### src/sha_pkg.sv
// ----------------------------------------------------------------------------
// sha_pkg: shared types and constants for the SHA-256 stream hasher
// Commands, controller states, command/status bundles, initial hash and round constants.
// ----------------------------------------------------------------------------
package sha_pkg;

  localparam int LENGTH_BITS = 64;

  typedef enum logic [1:0] {
    CMD_BYTE     = 2'd0,
    CMD_BYTE_FIN = 2'd1,
    CMD_FIN      = 2'd2,
    CMD_NONE     = 2'd3
  } cmd_t;

  typedef enum logic [2:0] {
    ST_IDLE,
    ST_PAD_80,
    ST_PAD_CHK,
    ST_LEN_LOAD,
    ST_CMP_INIT,
    ST_CMP_ROUND,
    ST_CMP_ADD,
    ST_EMIT
  } state_t;

  typedef struct packed {
    logic put_en;
    logic pad_sel;
    logic len_inc;
    logic len_load;
    logic cmp_init;
    logic cmp_round;
    logic cmp_add;
    logic emit_adv;
    logic clear;
  } dp_cmd_t;

  typedef struct packed {
    logic block_full;
    logic pos_over56;
    logic round_last;
    logic emit_last;
  } dp_stat_t;

  localparam logic [7:0] PAD_BYTE = 8'h80;

  localparam logic [31:0] IV [8] = '{
    32'h6a09e667, 32'hbb67ae85, 32'h3c6ef372, 32'ha54ff53a,
    32'h510e527f, 32'h9b05688c, 32'h1f83d9ab, 32'h5be0cd19
  };

  localparam logic [31:0] ROUND_K [64] = '{
    32'h428a2f98, 32'h71374491, 32'hb5c0fbcf, 32'he9b5dba5,
    32'h3956c25b, 32'h59f111f1, 32'h923f82a4, 32'hab1c5ed5,
    32'hd807aa98, 32'h12835b01, 32'h243185be, 32'h550c7dc3,
    32'h72be5d74, 32'h80deb1fe, 32'h9bdc06a7, 32'hc19bf174,
    32'he49b69c1, 32'hefbe4786, 32'h0fc19dc6, 32'h240ca1cc,
    32'h2de92c6f, 32'h4a7484aa, 32'h5cb0a9dc, 32'h76f988da,
    32'h983e5152, 32'ha831c66d, 32'hb00327c8, 32'hbf597fc7,
    32'hc6e00bf3, 32'hd5a79147, 32'h06ca6351, 32'h14292967,
    32'h27b70a85, 32'h2e1b2138, 32'h4d2c6dfc, 32'h53380d13,
    32'h650a7354, 32'h766a0abb, 32'h81c2c92e, 32'h92722c85,
    32'ha2bfe8a1, 32'ha81a664b, 32'hc24b8b70, 32'hc76c51a3,
    32'hd192e819, 32'hd6990624, 32'hf40e3585, 32'h106aa070,
    32'h19a4c116, 32'h1e376c08, 32'h2748774c, 32'h34b0bcb5,
    32'h391c0cb3, 32'h4ed8aa4a, 32'h5b9cca4f, 32'h682e6ff3,
    32'h748f82ee, 32'h78a5636f, 32'h84c87814, 32'h8cc70208,
    32'h90befffa, 32'ha4506ceb, 32'hbef9a3f7, 32'hc67178f2
  };

endpackage

### src/sha_if.sv
// ----------------------------------------------------------------------------
// sha_if: stream channels of the SHA-256 stream hasher
// Input channel carries command and byte; output channel carries digest words.
// ----------------------------------------------------------------------------
interface sha_in_if;
  logic       valid;
  logic       ready;
  logic [1:0] cmd;
  logic [7:0] data_byte;

  modport source (output valid, cmd, data_byte, input ready);
  modport sink (input valid, cmd, data_byte, output ready);
endinterface

interface sha_out_if;
  logic        valid;
  logic        ready;
  logic [31:0] digest_word;
  logic [2:0]  word_index;
  logic        last_word;

  modport source (output valid, digest_word, word_index, last_word, input ready);
  modport sink (input valid, digest_word, word_index, last_word, output ready);
endinterface

### src/sha256_stream_hasher.sv
// ----------------------------------------------------------------------------
// sha256_stream_hasher: SHA-256 over a byte stream
// Top level: joins the sequencer and the datapath to the stream channels.
// ----------------------------------------------------------------------------
// Usage:
//   in_ch carries one command per transfer: append a byte, append a byte and
//   finish, or finish alone. Bytes fill a 64-byte block big-endian.
//   out_ch gives the eight digest words of a finished message, H0 first,
//   word_index counting 0 to 7 and last_word set on the eighth.
// Sequence:
//   An append is taken while idle; the byte that fills a block starts a
//   compression (load, 64 rounds of the single round unit, add), during
//   which no further byte is taken.
//   A finish appends the 0x80 pad byte, loads the bit length and runs one
//   or two compressions, then the eight words leave at one word per cycle
//   while out_ch.ready is high. in_ready is low during a compression and,
//   after a finish, until the last digest word has been transferred.
// Reset (rst_n low, synchronous): the chaining words return to the initial
//   hash, block, byte count and bit length clear, no result is pending.
// Stall: when out_ch.ready is low, hold the current digest word and wait.
module sha256_stream_hasher (
  input logic clk,
  input logic rst_n,
  sha_in_if.sink    in_ch,
  sha_out_if.source out_ch
);

  sha_pkg::dp_cmd_t  dp_cmd;
  sha_pkg::dp_stat_t dp_stat;

  // sequencer: owns the handshakes and steps the datapath
  sha_ctrl u_ctrl (
    .clk       (clk),
    .rst_n     (rst_n),
    .in_valid  (in_ch.valid),
    .in_cmd    (in_ch.cmd),
    .in_ready  (in_ch.ready),
    .out_valid (out_ch.valid),
    .out_ready (out_ch.ready),
    .stat      (dp_stat),
    .cmd       (dp_cmd)
  );

  // datapath: digest word is read straight from the chaining registers
  sha_dp u_dp (
    .clk         (clk),
    .rst_n       (rst_n),
    .cmd         (dp_cmd),
    .stat        (dp_stat),
    .data_byte   (in_ch.data_byte),
    .digest_word (out_ch.digest_word),
    .word_index  (out_ch.word_index),
    .last_word   (out_ch.last_word)
  );

endmodule

### src/sha_ctrl.sv
// ----------------------------------------------------------------------------
// sha_ctrl: sequencer of the SHA-256 stream hasher
// Steps byte fill, padding, compression and digest output.
// ----------------------------------------------------------------------------
module sha_ctrl (
  input  logic              clk,
  input  logic              rst_n,
  input  logic              in_valid,
  input  logic [1:0]        in_cmd,
  output logic              in_ready,
  output logic              out_valid,
  input  logic              out_ready,
  input  sha_pkg::dp_stat_t stat,
  output sha_pkg::dp_cmd_t  cmd
);

  sha_pkg::state_t state_r, state_nxt;
  sha_pkg::state_t ret_r, ret_nxt;

  always_ff @(posedge clk) begin
    if (!rst_n) begin
      state_r <= sha_pkg::ST_IDLE;
      ret_r   <= sha_pkg::ST_IDLE;
    end else begin
      state_r <= state_nxt;
      ret_r   <= ret_nxt;
    end
  end

  // next state
  always_comb begin
    state_nxt = state_r;
    ret_nxt   = ret_r;
    case (state_r)
      sha_pkg::ST_IDLE: begin
        if (in_valid) begin
          case (sha_pkg::cmd_t'(in_cmd))
            sha_pkg::CMD_BYTE: begin
              if (stat.block_full) begin
                state_nxt = sha_pkg::ST_CMP_INIT;
                ret_nxt   = sha_pkg::ST_IDLE;
              end
            end
            sha_pkg::CMD_BYTE_FIN: begin
              if (stat.block_full) begin
                state_nxt = sha_pkg::ST_CMP_INIT;
                ret_nxt   = sha_pkg::ST_PAD_80;
              end else begin
                state_nxt = sha_pkg::ST_PAD_80;
              end
            end
            sha_pkg::CMD_FIN: state_nxt = sha_pkg::ST_PAD_80;
            default: state_nxt = sha_pkg::ST_IDLE;
          endcase
        end
      end
      sha_pkg::ST_PAD_80: begin
        if (stat.block_full) begin
          state_nxt = sha_pkg::ST_CMP_INIT;
          ret_nxt   = sha_pkg::ST_PAD_CHK;
        end else begin
          state_nxt = sha_pkg::ST_PAD_CHK;
        end
      end
      sha_pkg::ST_PAD_CHK: begin
        if (stat.pos_over56) begin
          state_nxt = sha_pkg::ST_CMP_INIT;
          ret_nxt   = sha_pkg::ST_LEN_LOAD;
        end else begin
          state_nxt = sha_pkg::ST_LEN_LOAD;
        end
      end
      sha_pkg::ST_LEN_LOAD: begin
        state_nxt = sha_pkg::ST_CMP_INIT;
        ret_nxt   = sha_pkg::ST_EMIT;
      end
      sha_pkg::ST_CMP_INIT:  state_nxt = sha_pkg::ST_CMP_ROUND;
      sha_pkg::ST_CMP_ROUND: if (stat.round_last) state_nxt = sha_pkg::ST_CMP_ADD;
      sha_pkg::ST_CMP_ADD:   state_nxt = ret_r;
      sha_pkg::ST_EMIT: begin
        if (out_ready && stat.emit_last) state_nxt = sha_pkg::ST_IDLE;
      end
      default: state_nxt = sha_pkg::ST_IDLE;
    endcase
  end

  // outputs
  always_comb begin
    cmd       = '0;
    in_ready  = 1'b0;
    out_valid = 1'b0;
    case (state_r)
      sha_pkg::ST_IDLE: begin
        in_ready = 1'b1;
        if (in_valid && (sha_pkg::cmd_t'(in_cmd) == sha_pkg::CMD_BYTE ||
                         sha_pkg::cmd_t'(in_cmd) == sha_pkg::CMD_BYTE_FIN)) begin
          cmd.put_en  = 1'b1;
          cmd.len_inc = 1'b1;
        end
      end
      sha_pkg::ST_PAD_80: begin
        cmd.put_en  = 1'b1;
        cmd.pad_sel = 1'b1;
      end
      sha_pkg::ST_PAD_CHK:   cmd = '0;
      sha_pkg::ST_LEN_LOAD:  cmd.len_load = 1'b1;
      sha_pkg::ST_CMP_INIT:  cmd.cmp_init = 1'b1;
      sha_pkg::ST_CMP_ROUND: cmd.cmp_round = 1'b1;
      sha_pkg::ST_CMP_ADD:   cmd.cmp_add = 1'b1;
      sha_pkg::ST_EMIT: begin
        out_valid    = 1'b1;
        cmd.emit_adv = out_ready;
        cmd.clear    = out_ready && stat.emit_last;
      end
      default: cmd = '0;
    endcase
  end

endmodule

### src/sha_dp.sv
// ----------------------------------------------------------------------------
// sha_dp: datapath of the SHA-256 stream hasher
// Block words, schedule ring, round logic, chaining words and bit length.
// ----------------------------------------------------------------------------
module sha_dp (
  input  logic              clk,
  input  logic              rst_n,
  input  sha_pkg::dp_cmd_t  cmd,
  output sha_pkg::dp_stat_t stat,
  input  logic [7:0]        data_byte,
  output logic [31:0]       digest_word,
  output logic [2:0]        word_index,
  output logic              last_word
);

  logic [31:0] blk_r [16];
  logic [31:0] blk_nxt [16];
  logic [31:0] chain_r [8];
  logic [31:0] work_r [8];
  logic [5:0]  pos_r;
  logic [5:0]  round_r;
  logic [2:0]  idx_r;
  logic [sha_pkg::LENGTH_BITS-1:0] len_r;

  logic [7:0]  put_byte;
  logic [31:0] put_word;
  logic [31:0] sched_w, w_cur, t1, t2;
  logic [63:0] len64;

  function automatic logic [31:0] rotr(input logic [31:0] x, input int unsigned n);
    rotr = (x >> n) | (x << (32 - n));
  endfunction

  assign put_byte = cmd.pad_sel ? sha_pkg::PAD_BYTE : data_byte;
  assign put_word = {24'd0, put_byte} << {~pos_r[1:0], 3'b000};
  assign len64    = 64'(len_r);

  assign sched_w = (rotr(blk_r[14], 17) ^ rotr(blk_r[14], 19) ^ (blk_r[14] >> 10))
                 + blk_r[9]
                 + (rotr(blk_r[1], 7) ^ rotr(blk_r[1], 18) ^ (blk_r[1] >> 3))
                 + blk_r[0];
  assign w_cur = round_r[5:4] == 2'b00 ? blk_r[0] : sched_w;

  assign t1 = work_r[7]
            + (rotr(work_r[4], 6) ^ rotr(work_r[4], 11) ^ rotr(work_r[4], 25))
            + ((work_r[4] & work_r[5]) ^ (~work_r[4] & work_r[6]))
            + sha_pkg::ROUND_K[round_r] + w_cur;
  assign t2 = (rotr(work_r[0], 2) ^ rotr(work_r[0], 13) ^ rotr(work_r[0], 22))
            + ((work_r[0] & work_r[1]) ^ (work_r[0] & work_r[2]) ^ (work_r[1] & work_r[2]));

  // block words: byte merge, length load, schedule shift, clear
  always_comb begin
    for (int i = 0; i < 16; i++) blk_nxt[i] = blk_r[i];
    if (cmd.put_en) begin
      for (int i = 0; i < 16; i++) begin
        if (4'(i) == pos_r[5:2]) blk_nxt[i] = blk_r[i] | put_word;
      end
    end else if (cmd.len_load) begin
      blk_nxt[14] = len64[63:32];
      blk_nxt[15] = len64[31:0];
    end else if (cmd.cmp_round) begin
      for (int i = 0; i < 15; i++) blk_nxt[i] = blk_r[i+1];
      blk_nxt[15] = w_cur;
    end else if (cmd.cmp_add || cmd.clear) begin
      for (int i = 0; i < 16; i++) blk_nxt[i] = '0;
    end
  end

  always_ff @(posedge clk) begin
    if (!rst_n) begin
      for (int i = 0; i < 16; i++) blk_r[i] <= '0;
      for (int i = 0; i < 8; i++) chain_r[i] <= sha_pkg::IV[i];
      pos_r   <= '0;
      round_r <= '0;
      idx_r   <= '0;
      len_r   <= '0;
    end else begin
      for (int i = 0; i < 16; i++) blk_r[i] <= blk_nxt[i];
      if (cmd.put_en) pos_r <= pos_r + 6'd1;
      if (cmd.len_inc) len_r <= len_r + sha_pkg::LENGTH_BITS'(8);
      if (cmd.cmp_round) round_r <= round_r + 6'd1;
      if (cmd.cmp_add) begin
        pos_r <= '0;
        for (int i = 0; i < 8; i++) chain_r[i] <= chain_r[i] + work_r[i];
      end
      if (cmd.emit_adv) idx_r <= idx_r + 3'd1;
      if (cmd.clear) begin
        for (int i = 0; i < 8; i++) chain_r[i] <= sha_pkg::IV[i];
        pos_r <= '0;
        idx_r <= '0;
        len_r <= '0;
      end
    end
  end

  // working variables hold no reset: always loaded before the first round
  always_ff @(posedge clk) begin
    if (cmd.cmp_init) begin
      for (int i = 0; i < 8; i++) work_r[i] <= chain_r[i];
    end else if (cmd.cmp_round) begin
      work_r[7] <= work_r[6];
      work_r[6] <= work_r[5];
      work_r[5] <= work_r[4];
      work_r[4] <= work_r[3] + t1;
      work_r[3] <= work_r[2];
      work_r[2] <= work_r[1];
      work_r[1] <= work_r[0];
      work_r[0] <= t1 + t2;
    end
  end

  assign stat.block_full = pos_r == 6'd63;
  assign stat.pos_over56 = pos_r > 6'd56;
  assign stat.round_last = round_r == 6'd63;
  assign stat.emit_last  = idx_r == 3'd7;

  assign digest_word = chain_r[idx_r];
  assign word_index  = idx_r;
  assign last_word   = idx_r == 3'd7;

endmodule

### src/flat_wrapper.sv
// flat-port wrapper written by rule: the top's interface ports become plain ports
module sha256_stream_hasher_flat 
  (clk, rst_n, in_ch_valid, in_ch_cmd, in_ch_data_byte, in_ch_ready, out_ch_valid, out_ch_digest_word, out_ch_word_index, out_ch_last_word, out_ch_ready);
  sha_in_if in_ch_i ();
  sha_out_if out_ch_i ();
  input logic clk;
  input logic rst_n;
  input wire logic [$bits(in_ch_i.valid)-1:0] in_ch_valid;
  input wire logic [$bits(in_ch_i.cmd)-1:0] in_ch_cmd;
  input wire logic [$bits(in_ch_i.data_byte)-1:0] in_ch_data_byte;
  output wire logic [$bits(in_ch_i.ready)-1:0] in_ch_ready;
  output wire logic [$bits(out_ch_i.valid)-1:0] out_ch_valid;
  output wire logic [$bits(out_ch_i.digest_word)-1:0] out_ch_digest_word;
  output wire logic [$bits(out_ch_i.word_index)-1:0] out_ch_word_index;
  output wire logic [$bits(out_ch_i.last_word)-1:0] out_ch_last_word;
  input wire logic [$bits(out_ch_i.ready)-1:0] out_ch_ready;
  assign in_ch_i.valid = in_ch_valid;
  assign in_ch_i.cmd = in_ch_cmd;
  assign in_ch_i.data_byte = in_ch_data_byte;
  assign in_ch_ready = in_ch_i.ready;
  assign out_ch_valid = out_ch_i.valid;
  assign out_ch_digest_word = out_ch_i.digest_word;
  assign out_ch_word_index = out_ch_i.word_index;
  assign out_ch_last_word = out_ch_i.last_word;
  assign out_ch_i.ready = out_ch_ready;
  sha256_stream_hasher u_core (.clk(clk), .rst_n(rst_n), .in_ch(in_ch_i), .out_ch(out_ch_i));
endmodule
### config.mk
export PLATFORM = sky130hd
export DESIGN_NAME = sha256_stream_hasher_flat
export DESIGN_NICKNAME = d
export VERILOG_FILES = /design/src/sha_pkg.sv /design/src/sha_if.sv /design/src/sha256_stream_hasher.sv /design/src/sha_ctrl.sv /design/src/sha_dp.sv /design/src/flat_wrapper.sv
export SDC_FILE = /design/constraint.sdc
export NUM_CORES = 2
export LEC_CHECK = 0
export ABC_AREA = 1
export BUFFER_PORTS_ARGS = -buffer_cell sky130_fd_sc_hd__buf_2
export CAP_MARGIN = 30
export CORE_AREA = 5 5 363 365
export CTS_CLUSTER_SIZE = 24
export DETAILED_ROUTE_END_ITERATION = 6
export DIE_AREA = 0 0 368 370
export GPL_TIMING_DRIVEN = 1
export PLACE_DENSITY = 0.76
export SKIP_LAST_GASP = 1
export SLEW_MARGIN = 40
export SYNTH_ARGS = -nofsm -noshare
export SYNTH_HDL_FRONTEND = slang
export SYNTH_SLANG_ARGS = --single-unit
export TNS_END_PERCENT = 10
### constraint.sdc
create_clock -name clk -period 18.6 [get_ports clk]
set_clock_uncertainty 0.15 [all_clocks]
set_input_delay 3.72 -clock clk [delete_from_list [all_inputs] [get_ports clk]]
set_output_delay 3.72 -clock clk [all_outputs]
set_load 0.02 [all_outputs]
==> run_results.csv <==
group,metric,value,unit
finish,stdcell_count,11700,
clock_tree,cts.path.max_buffers,3,
floorplan,start_util,59.4,%
sta,drv_slew,0,
floorplan,num_rows,132,
synthesis,ys.flop_type,"dfxtp_1",
clock_tree,clk_pin_slew,0.06,ns
detailed_routing,drt_iter0_drc,11700,
synthesis,synth_nets,10800,
floorplan,die_x,368,µm
status,failed_checks,"design-rule violations",
synthesis,synth_async_sr_flop_share,0,%
floorplan,die_area,136000,µm²
sta,min_period,10.78,ns
placement,place_ws,7.99,ns
critical_path,crit_path_top_delay_cell,"fa_1",
synthesis,synth_area_leader_cell,"dfxtp_1",
sta,max_freq,92.7,MHz
synthesis,synth_common_cells,"a21oi_1 (1764), nand2_1 (1563), inv_1 (1114)",
critical_path,endpoint,"u_core.u_dp.work_r[0][25]$_DFFE_PP_",
critical_path,cp-startpoint,"u_core.u_dp.blk_r[1][210]$_SDFFE_PN0P_",
floorplan,core,128000,µm²
synthesis,synth-edff-count,384,
sta,tns,0,ns
critical_path,r2r-start,"u_core.u_dp.blk_r[1][210]$_SDFFE_PN0P_",
placement,place_congestion,1.09,
clock_tree,htree_levels,3,
clock_tree,cts.sinks,1109,
placement,dp_cells,11500,
synthesis,netlist_instances,10200,
detailed_routing,dr_total_vias,77200,
detailed_routing,first_pass_iters,7,
clock_tree,cts_resized,0,
synthesis,synth_warnings,0,
floorplan,boundaryPins,52,
clock_tree,cts_setup_buffers,0,
critical_path,required,18.97,ns
placement,port-buffer-count,51,
sta,relSlewSlack,28.6,%
sta,setup-violations-final,0,
clock_tree,clk_latency,0.83,ns
synthesis,netlist_area,76300,µm²
grt,first_global_vias,71100,
synthesis,synth.area.top_cells,"dfxtp_1 (19%), edfxtp_1 (15%), a21oi_1 (12%)",
finish,drive_gt1_share,5.21,%
floorplan,die_h,370,µm
critical_path,timing.rr.end,"u_core.u_dp.work_r[0][25]$_DFFE_PP_",
sta,finalCritPeriodShare,58.0,%
critical_path,path_delay_family,"adder cells",
critical_path,worstPathArrival,11.16,ns
critical_path,r2r_slack,7.82,ns
grt,antenna_found_initial,7,
synthesis,synth_area_per_cell,7.47,µm²
synthesis,synth_seq_cells,1109,
min_path,min_path_type,"flip-flop to flip-flop",
synthesis,seq_area_frac_synth,34.1,%
detailed_routing,drc,16,
grt,grt_max_degree,222,
critical_path,cp.depth,42,
sta,hold_viol,0,
clock_tree,cts-root-buf,"clkbuf_16",
finish,syn_to_final_growth,7.47,%
critical_path,critPathCaptureType,"flip-flop",
synthesis,yosys.cell_count.top_type,"a21oi_1",
finish,fin_area,82000,µm²
grt,globalRouteTotalUtil,45.1,%
critical_path,cp_max_fo,6,
synthesis,ys_types,78,
detailed_routing,ant_nets,0,
critical_path,start_kind,"flip-flop",
sta,rsz0062_at_grt,"false",
grt,grt-ovfl-total,0,
clock_tree,cts_hold_buf,0,
synthesis,synth_top_area_share,19.0,%
job,max_cap_violations,0,
critical_path,critPathBufInv,7,
placement,detailed_place_hpwl,239,mm
detailed_routing,wire_per_inst,27.4,µm
grt,grt_pass1_wl,463,mm
clock_tree,numCtsBuffers,121,
critical_path,cp_slowest_stage_delay,0.59,ns
detailed_routing,wirelength,321,mm
status,status,"finished with violations",
detailed_routing,vias_per_cell,6.60,
sta,finalWorstSetupSlack,7.82,ns
clock_tree,cts_tree,"yes",
finish,nets,10500,
sta,worst_pin_slew,1.06,ns
placement,placed_area,77400,µm²
critical_path,critPathKind,"flip-flop to flip-flop",
critical_path,reg2reg_depth,42,
state kept, by name (all words and copies together), names as in the netlist, named ones only:
register and count:
u_core.u_dp.round_r 6, u_core.u_dp.word_index 3, u_core.u_dp.len64 61, u_core.u_dp.pos_r 6
u_core.u_ctrl.ret_r 3, u_core.u_dp.chain_r 256, u_core.u_ctrl.state_r 3, u_core.u_dp.blk_r 512
u_core.u_dp.work_r 256
tightest hold or removal path, stage by stage, from the launching register on:
cell     delay [ns]
dfxtp_1        0.31
nand2_1        0.06
a21oi_1        0.05
placed cells by master, fill, tap and decap left out, types with 37 or more instances in the layout:
master,synthesis,layout
buf_2,70,51
or2_2,48,48
dfxtp_1,725,721
nor2_1,645,639
xor2_1,218,218
nand2_1,1563,1562
a21o_1,45,45
a21oi_1,1764,1764
ha_1,404,404
clkbuf_16,0,123
xnor2_1,196,196
o21ai_1,57,79
buf_4,5,66
nand3_1,228,228
o21bai_1,61,61
a221oi_1,47,47
fa_1,196,196
nand4_1,84,84
o21a_1,37,37
a31oi_1,61,56
inv_1,1114,1109
o21ai_0,868,837
nor3_1,530,528
edfxtp_1,384,384
o211ai_1,65,65
layout make-up:
| type | count | area, µm² |
|---|---|---|
| multi-input combinational | 7400 | 44000 |
| inverter | 1137 | 4300 |
| antenna | 3 | 7.51 |
| fill | 11100 | 46500 |
| clock inverter | 62 | 796 |
| tap | 1675 | 2100 |
| clock buffer | 169 | 3510 |
| timing repair buffer | 147 | 1260 |
| sequential | 1109 | 26100 |
how the worst min path moves through the flow:
| stage | start | endpoint | slack [ns] | depth (start not counted) |
|---|---|---|---|---|
| final | u_core.u_ctrl.ret_r[2]$_SDFFE_PN0P_ | u_core.u_ctrl.ret_r[2]$_SDFFE_PN0P_ | 0.32 | 2 |
| after global routing | u_core.u_ctrl.ret_r[2]$_SDFFE_PN0P_ | u_core.u_ctrl.ret_r[2]$_SDFFE_PN0P_ | 0.33 | 2 |
| after CTS | u_core.u_ctrl.ret_r[2]$_SDFFE_PN0P_ | u_core.u_ctrl.ret_r[2]$_SDFFE_PN0P_ | 0.32 | 2 |
| after detailed placement | u_core.u_ctrl.ret_r[2]$_SDFFE_PN0P_ | u_core.u_ctrl.ret_r[2]$_SDFFE_PN0P_ | 0.31 | 2 |
| after global placement | u_core.u_ctrl.ret_r[2]$_SDFFE_PN0P_ | u_core.u_ctrl.ret_r[2]$_SDFFE_PN0P_ | 0.30 | 2 |
| after floorplan | u_core.u_ctrl.ret_r[2]$_SDFFE_PN0P_ | u_core.u_ctrl.ret_r[2]$_SDFFE_PN0P_ | 0.29 | 2 |
through the flow:
| stage | hold WS (ns) | utilization, % |
|---|---|---|
| floorplan | 0.291 | - |
| global placement | 0.301 | 60.1 |
| detailed placement | 0.309 | 60.2 |
| CTS | 0.316 | 63.6 |
| global route | 0.331 | 63.8 |
| finish | 0.318 | 63.8 |
metal layers:
| layer | global-route usage [%] | vias up | wire (µm) |
|---|---|---|---|
| met5 | 0 | - | 55 |
| met4 | 29.8 | 8 | 27300 |
| met3 | 12.7 | 1198 | 41500 |
| met2 | 66.2 | 5603 | 133000 |
| met1 | 58.1 | 36200 | 119000 |
| li1 | - | 34200 | - |
logic make-up after synthesis:
| family | count (synthesis) | synth area share [%] |
|---|---|---|
| AOI/OAI and AO/OA | 3155 | 22.4 |
| xor gates and xnor gates | 414 | 4.75 |
| adders and majority gates | 603 | 11.8 |
| buffers and inverters | 1709 | 8.56 |
| DFF | 1109 | 34.1 |
| muxes | 18 | 0.236 |
| and+or+nand+nor | 3210 | 18.1 |
Power is left out: the tool's default activity adds up to more than one toggle a clock period on the data nets, which glitch-free logic cannot reach.
